[src/sv/dmht_ram.sv]
// Generic single-write, single-read RAM with registered read data.
`timescale 1ns / 1ps
module dmht_ram #(
    parameter int WIDTH = 8,
    parameter int DEPTH = 16
) (
    input  logic                     clk,
    input  logic                     we,
    input  logic [$clog2(DEPTH)-1:0] waddr,
    input  logic [WIDTH-1:0]         wdata,
    input  logic [$clog2(DEPTH)-1:0] raddr,
    output logic [WIDTH-1:0]         rdata
);
    logic [WIDTH-1:0] mem [DEPTH];

    // Write port and registered read port
    always_ff @(posedge clk)
    begin
        if (we)
        begin
            mem[waddr] <= wdata;
        end
        rdata <= mem[raddr];
    end
endmodule

[config.mk]
export PLATFORM = sky130hd
export DESIGN_NAME = dmht_ram
export DESIGN_NICKNAME = d
export VERILOG_FILES = /design/src/sv/dmht_ram.sv
export SDC_FILE = /design/constraint.sdc
export NUM_CORES = 1
export LEC_CHECK = 0
export CAP_MARGIN = 20
export CORE_ASPECT_RATIO = 0.9
export CORE_UTILIZATION = 40
export DETAILED_ROUTE_END_ITERATION = 16
export DONT_BUFFER_PORTS = 1
export PLACE_DENSITY = 0.57
export RECOVER_POWER = 25
export SYNTH_ARGS = -nofsm -noshare
export SYNTH_HDL_FRONTEND = slang
export SYNTH_SLANG_ARGS = --single-unit
[constraint.sdc]
create_clock -name clk -period 3.76 [get_ports clk]
set_clock_uncertainty 0.15 [all_clocks]
set_input_delay 0.752 -clock clk [delete_from_list [all_inputs] [get_ports clk]]
set_output_delay 0.752 -clock clk [all_outputs]
set_load 0.05 [all_outputs]
* Word-level counts from Yosys, hierarchy flattened
Memory sizes are Yosys's and may differ from the RTL's. A register that Yosys moved wholly into a read port is not among the register bits. Index checks and enable logic that the tools add are counted.
Operators by class: mux-type cells 2
Operator list (count):
- 2-to-1 mux 1 bit | 2
Storage, ports and cells: bits in registers 0, memory bits (writable) 128, input port bits 18, output and inout port bits 8, logic and storage cells 3, memories kept 1
Memories:
- mem | words 16, bits a word 8, read ports 1, clocked after memory_dff 1, wr ports 1, RTL line 14 | logic [WIDTH-1:0] mem [DEPTH];

* Logic depth before layout (Yosys ltp)
Gate-level depths: netlist (run 1).
depth in word-level cells 2, mapped depth 5, gate-level depth less buffers 3

* Worst setup path after synthesis (run 1)
OpenSTA, ideal clock, no wires.
path type in2reg, start input waddr[2], end memory mem[0][0], enable pin, setup time 0.383 ns, arrival time 1.862 ns, required time 3.227 ns, path slack 1.365 ns, cell stages on the path 2, path buffers 0, cell sequence or3b_2 -> nor3_1
RTL lines:
- start, declared | RTL line 9 | input logic [$clog2(DEPTH)-1:0] waddr,
- end, declared | RTL line 14
Straight into the memory's write port.

* Final worst setup path (run 1)
start input waddr[2], end memory mem[1][0], enable pin
Straight into the memory's write port.

==> results of run 1 <==
[cell families (layout without fill, tap and decap cells)]
group / Yosys count / count (layout) / synth area share (%)
buf+inv: 10 / 36 / 1.68
flops: 136 / 136 / 77.8
simple gates: 35 / 35 / 3.18
mux: 32 / 32 / 15.0
compound gates: 16 / 16 / 2.33
[registers in the layout, summed over array words and instances, names as in the netlist]
signal	cells
rdata	8
mem	128
[through the flow]
step                      power, uW  instances  hold slack (ps)
after global placement         1860        383              516
after CTS                      3490        415              268
after global routing           3570        415              257
after detailed placement       1860        383              530
final                          3460        415              284
after floorplan                1860        229              479
[area by class of cell]
class | count | area [um^2] | share of cell area, %
Multi-Input combinational cell | 83 | 1060 | 18.0
Sequential cell | 136 | 4000 | 68.1
Clock buffer | 17 | 425 | 7.24
Tap cell | 160 | 200 | 3.41
Clock inverter | 15 | 160 | 2.73
Timing Repair Buffer | 4 | 30.0 | 0.511
[synthesized netlist by cell type, drive strengths merged]
library cell / n
nand3b: 2
mux4: 32
and2b: 1
clkdlybuf4s25: 3
a22oi: 16
nand2b: 2
nand2: 9
nor3: 4
edfxtp: 128
buf: 7
dfxtp: 8
and2: 1
or3b: 1
nand3: 1
nor2b: 1
nor2: 13
[layer usage]
metal	global-route usage, %	share of wire (%)	routed length [um]	vias up
met5	0	0	0	-
met4	6.61	0.98	96	0
met3	6.02	8.1	790	12
met2	24.2	47	4590	73
met1	23.1	44	4310	1173
li1	-	-	-	1001
[cell usage in the layout (no fill, tap or decap), drive strengths merged]
master / instances
nor2: 13
clkbuf: 17
and2: 1
clkinv: 8
and2b: 1
nor2b: 1
nand3: 1
a22oi: 16
bufinv: 3
edfxtp: 128
mux4: 32
nand3b: 2
dfxtp: 8
buf: 4
nand2: 9
or3b: 1
nand2b: 2
nor3: 4
clkinvlp: 4
[worst min-delay path by stage]
stage,startpoint,cells after the start,to,slack [ps]
global placement,mem[11][1],3,rdata[1],520
CTS,wdata[2],0,mem[7][2],270
finish,wdata[2],0,mem[7][2],280
detailed placement,mem[12][5],3,rdata[5],530
global route,wdata[2],0,mem[7][2],260
floorplan,mem[7][0],3,rdata[0],480
[power by group through the flow]
stage	logic, uW	registers (uW)	clock network [uW]
after detailed placement	90.0	1770	0
after CTS	90.6	1740	1660
final	89.5	1740	1630
after global routing	96.0	1750	1730
after floorplan	86.0	1770	0
after global placement	89.3	1770	0
==> key figures, run 1 <==
Clock network
  – Num CTS Buffers: 17
  – Hold Buf Count CTS: 0
  – CTS tree: done
  – CTS clock-pin slew for the worst setup and hold paths: 60 ps
  – Maximum root-to-sink buffer count: 2
  – Post-CTS Setup Bufs: 0
  – H-Tree Depth: 4
  – Post-CTS Resized: 0
  – Clk_lat worst skew: just over 400 ps
  – Sink Count: approximately 140
  – CTS Root Cell: clkbuf_16

Logic synthesis
  – Syn_area_per_cell: ~22 um^2
  – Cell area after technology mapping: 5150 um^2
  – Sequential area share after synthesis: 77.8%
  – Yosys reg bits: 136
  – Synth area leaders: edfxtp_1 (75%), mux4_2 (7.9%), mux4_1 (7.1%)
  – Synth top area share: 74.7%
  – Yosys cell types: 19
  – Cells after Synth: 229
  – Leading area contributor after synthesis: edfxtp_1
  – Syn Nets: 247
  – Ys Warns: 0

Power and ir drop
  – Share of power burned in registers: between 50% and 60%
  – Leakage: 0.00189 uW
  – Sw frac: 19.9%
  – Maximum VDD drop: 0.305 mV
  – Int Pwr: 2770 uW
  – P_sw: 689 uW
  – Clk pwr share: 47.1%
  – Logic pwr share: 2.6%
  – Pwr dens: 589 nW/um^2

Critical path
  – Crit start category: primary input
  – Internal reg-to-reg setup slack: 2140 ps
  – Crit-path slowest cell: nor2_1
  – Worst-path cell chain: or3b_2 > nor2_1
  – Worst setup endpoint: mem[1][0]
  – WS Path Type: primary input to flip-flop
  – Stages on worst setup path: 2
  – CP Max Fanout: 8
  – WP data required: 3650 ps
  – CP top delay family: simple AND/OR/NAND/NOR gates
  – Reg2reg path depth: 3
  – RR Startpoint: mem[1][3]
  – Crit path DAT: 1830 ps
  – Worst Setup SP: waddr[2]
  – Worst Path Buf+Inv: 0
  – Slowest Stage Delay on Critical Path: 570 ps
  – Crit. End Element: flip-flop
  – R2r endpoint: rdata[3]

Routing
  – Remaining antenna violation count after routing: 0
  – Wire length per cell after detailed routing: approximately 24 um
  – Vias per inst: 5.44
  – Post-route DRC: 0
  – Pre-antenna DRT Iters: 5
  – Routed WL: 9.79 mm
  – Initial detailed-routing violation count: 298
  – Total number of vias: 2259

Final layout
  – Area growth from synthesis to layout: 14.2%
  – Post-route cell area: 5880 um^2
  – Fin util: 47.7%
  – Layout cells sized above 1: around a fifth
  – Fill cell count: 1001
  – Antenna cells: 0
  – Final net count: 260

Timing
  – Max Fclk: 514 MHz
  – Setup violations, final: 0
  – RSZ-0062 raised after global routing: false
  – Final WS setup: 1820 ps
  – Max_slew headroom: roughly 34%
  – Max Slew Vio Count: 0
  – Tmin final: 1940 ps
  – Fin crit share: between 50 and 60%
  – Final Hold Fails: 0
  – Worst slew pin tran: 982 ps
  – Final setup TNS: 0 ps

Global route
  – Number of antenna violations at the first check in global routing: 0
  – Global route total overflow: 0
  – Vias in the first global route: about 2.4k
  – Largest net degree at the start of global routing: 33
  – Global-route wire length before repair: 15.0 mm
  – Tot GR Track Use: 16.7%

Floorplanning
  – Top-Level Pins: 26
  – DIE HEIGHT: 110 um
  – Initial core utilization: between 40% and 50%
  – FP Rows: 38
  – Die area: 13300 um^2
  – Die width: around 120 um
  – Core area: 12300 um^2

Placement
  – Post-DP HPWL: around 6.0 mm
  – Post-DP Area: 5290 um^2
  – DP Worst Slack: 1360 ps
  – Port Buffers: 0
  – GPL Wtd Cong: 0.716

Worst hold path
  – HP Class: primary input to flip-flop

Status
  – Status: complete, no violations

Flow run
  – MaxCap Viol Count: 0
Power figures use the tool's default switching activity.
==> inputs of run 2 (changes only) <==
- ABC_AREA: not set -> 1
- PLACE_DENSITY: 0.57 -> 0.59
- clock period: 3.76 -> 1.6 ns (I/O delays scaled with it)
==> run 2 against run 1 <==
Net effect:
- sequential share of layout area decreased by 7.7 points
- die area increased by 12%
- design area increased by 13%
- clock power increased by 110%
- critical path type is now flip-flop to output port
- critical endpoint is now rdata[3]
- largest cell class unchanged
==> key figures, run 2 <==
Global route
  – Tot GR Track Use: 19.7%
  – Largest net degree at the start of global routing: 66
  – Vias in the first global route: 3667
  – Global route total overflow: 0
  – Global-route wire length before repair: 20.7 mm
  – Number of antenna violations at the first check in global routing: 0

Logic synthesis
  – Leading area contributor after synthesis: edfxtp_1
  – Ys Warns: 0
  – Main combinational cell family by area after synthesis: simple AND/OR/NAND/NOR gates
  – Multiplexer share of the synthesized area: 0%
  – Count leader, synth: nand2_1
  – Cells after Synth: 551
  – Cell area after technology mapping: 5770 um^2
  – Syn Nets: 569
  – Synth top area share: 66.7%
  – Yosys reg bits: between 100 and 150
  – Post-Synth XOR/XNOR Area: 0%
  – Syn_area_per_cell: between 10 and 15 um^2
  – Sequential area share after synthesis: between 60% and 70%
  – Yosys cell types: 12
  – Area share of fa/ha/maj cells after synthesis: 0%
  – Synth area leaders: edfxtp_1 (67%), nand2_1 (11%), nand3_1 (8.4%)
  – Compound-gate portion of the synthesized area: 0%
  – Synth Area in Simple Gates: 21.0%
  – Synth async-reset ratio: 0%
  – Top post-synthesis cells by count: nand2_1 (173), edfxtp_1 (128), inv_1 (100), nand3_1 (97), nor2_1 (17)
  – Main flop type after synthesis: edfxtp_1
  – EDFF count, synth: 128

Floorplanning
  – Initial core utilization: between 40% and 50%
  – Die area: 14900 um^2
  – FP Rows: 41
  – Top-Level Pins: 26
  – Core area: 14100 um^2
  – Die width: approximately 130 um
  – DIE HEIGHT: approximately 120 um

Critical path
  – Stages on worst setup path: 0
  – CP Max Fanout: 1
  – Reg2reg path depth: 6
  – Crit. End Element: output port
  – WP data required: 1130 ps
  – WS Path Type: flip-flop to output port
  – Crit path DAT: 1080 ps
  – Crit start category: flip-flop

Routing
  – Wire length per cell after detailed routing: ~17 um
  – Initial detailed-routing violation count: 315
  – Post-route DRC: 0
  – Pre-antenna DRT Iters: 5
  – Remaining antenna violation count after routing: 0
  – Total number of vias: 3755
  – Routed WL: 13.2 mm
  – Vias per inst: 4.78

Power and ir drop
  – Clk pwr share: 43.5%
  – Maximum VDD drop: 1.07 mV
  – Power Total: around 8000 uW
  – Share of power burned in registers: 51.4%
  – Logic pwr share: 5.2%
  – P_sw: ~1800 uW
  – Int Pwr: about 6200 uW
  – Pwr dens: 1200 nW/um^2
  – Leakage: around 0.0028 uW
  – Sw frac: 22.1%

Placement
  – Post-DP HPWL: 8.02 mm
  – Port Buffers: 0
  – Dpl cells: 743
  – GPL Wtd Cong: approximately 0.84

Final layout
  – Layout cells sized above 1: 6.75%
  – Final net count: approximately 600
  – Finished Layout Cells: 786
  – Largest registers: mem x128, rdata x8
  – Antenna cells: 0
  – Commonest non-fill, non-tap cells in the layout: nand2_1 (173), edfxtp_1 (128), inv_1 (100), nand3_1 (97)
  – Largest register FFs: 128
  – Largest Register: mem
  – Area growth from synthesis to layout: 15.0%
  – Fin util: 47.2%
  – Most common cell after layout, fill and taps aside: nand2_1

Timing
  – Setup violations, final: 0
  – Max Fclk: between 600 and 700 MHz
  – Worst slew pin tran: 886 ps
  – RSZ-0062 raised after global routing: false
  – Max_slew headroom: approximately 41%
  – Final Hold Fails: 0
  – Fin crit share: 97.0%
  – Max Slew Vio Count: 0
  – Worst hold slack: approximately 10 ps
  – Tmin final: between 1500 and 2000 ps
  – Final setup TNS: 0 ps

Clock network
  – Maximum root-to-sink buffer count: 2
  – Clk_lat worst skew: approximately 420 ps
  – Sink Count: 136
  – CTS Root Cell: clkbuf_16
  – H-Tree Depth: 4
  – CTS tree: done
  – Num CTS Buffers: 17
  – CTS clock-pin slew for the worst setup and hold paths: ~60 ps

Status
  – Status: complete, no violations

Worst hold path
  – HP Class: primary input to flip-flop
  – Hold path depth: 3

Flow run
  – MaxCap Viol Count: 0
==> run 2: changes by cell type after synthesis, sizes merged, moves of 16 or more <==
cell,change
nand2,+164
inv,+102
a22oi,-16
buf,+17
nand3,+96
mux4,-32
==> run 2: per-layer routing <==
layer / share of wire (%) / vias up / track usage (%)
met5: 0 / - / 0
met4: 1.5 / 0 / 7.69
met3: 5.5 / 16 / 5.63
met2: 47 / 101 / 30.6
met1: 46 / 1804 / 26.4
li1: - / 1834 / -
==> run 2: cells by family after synthesis <==
group / count (synthesis)
and+or+nand+nor: 289
DFF: 136
buffers and inverters: 126
==> run 2: final cells by class <==
class / count / area (um^2)
Tap cell: 193 / 241
Clock inverter: 12 / 85.1
Multi-Input combinational cell: 289 / 1210
Fill cell: 1306 / 7420
Timing Repair Buffer: 34 / 267
Sequential cell: 136 / 4010
Inverter: 102 / 383
Clock buffer: 20 / 437
==> run 2: path summary, 6_finish.rpt <==
path | start | to | slack [ps]
setup / recovery | rdata[3] | rdata[3] | 50
setup reg to reg | mem[1][6] | rdata[6] | 420
hold / removal | raddr[2] | rdata[3] | 10
hold reg to reg | mem[12][2] | rdata[2] | 510
==> run 2: what timing repair did <==
action / in CTS / in global routing
hold endpoints to repair: 136 / 0
gates resized for setup: 1 / 0
buffers inserted: 0 / 0
hold buffers: 11 / 0
setup endpoints to repair: 1 / 0
==> run 2: metrics by stage <==
step	worst slack [ps]	instance area (um^2)
after detailed placement	207	6040
final	47.5	6630
after floorplan	179	5770
after global routing	20.7	6630
after global placement	202	6040
after CTS	24.6	6670
==> run 2: power by group through the flow <==
stage	registers [uW]	logic [uW]	clock network (uW)
after floorplan	4160	281	0
after global placement	4170	321	0
after detailed placement	4170	325	0
after CTS	4100	421	3520
after global routing	4100	465	3680
final	4100	413	3470
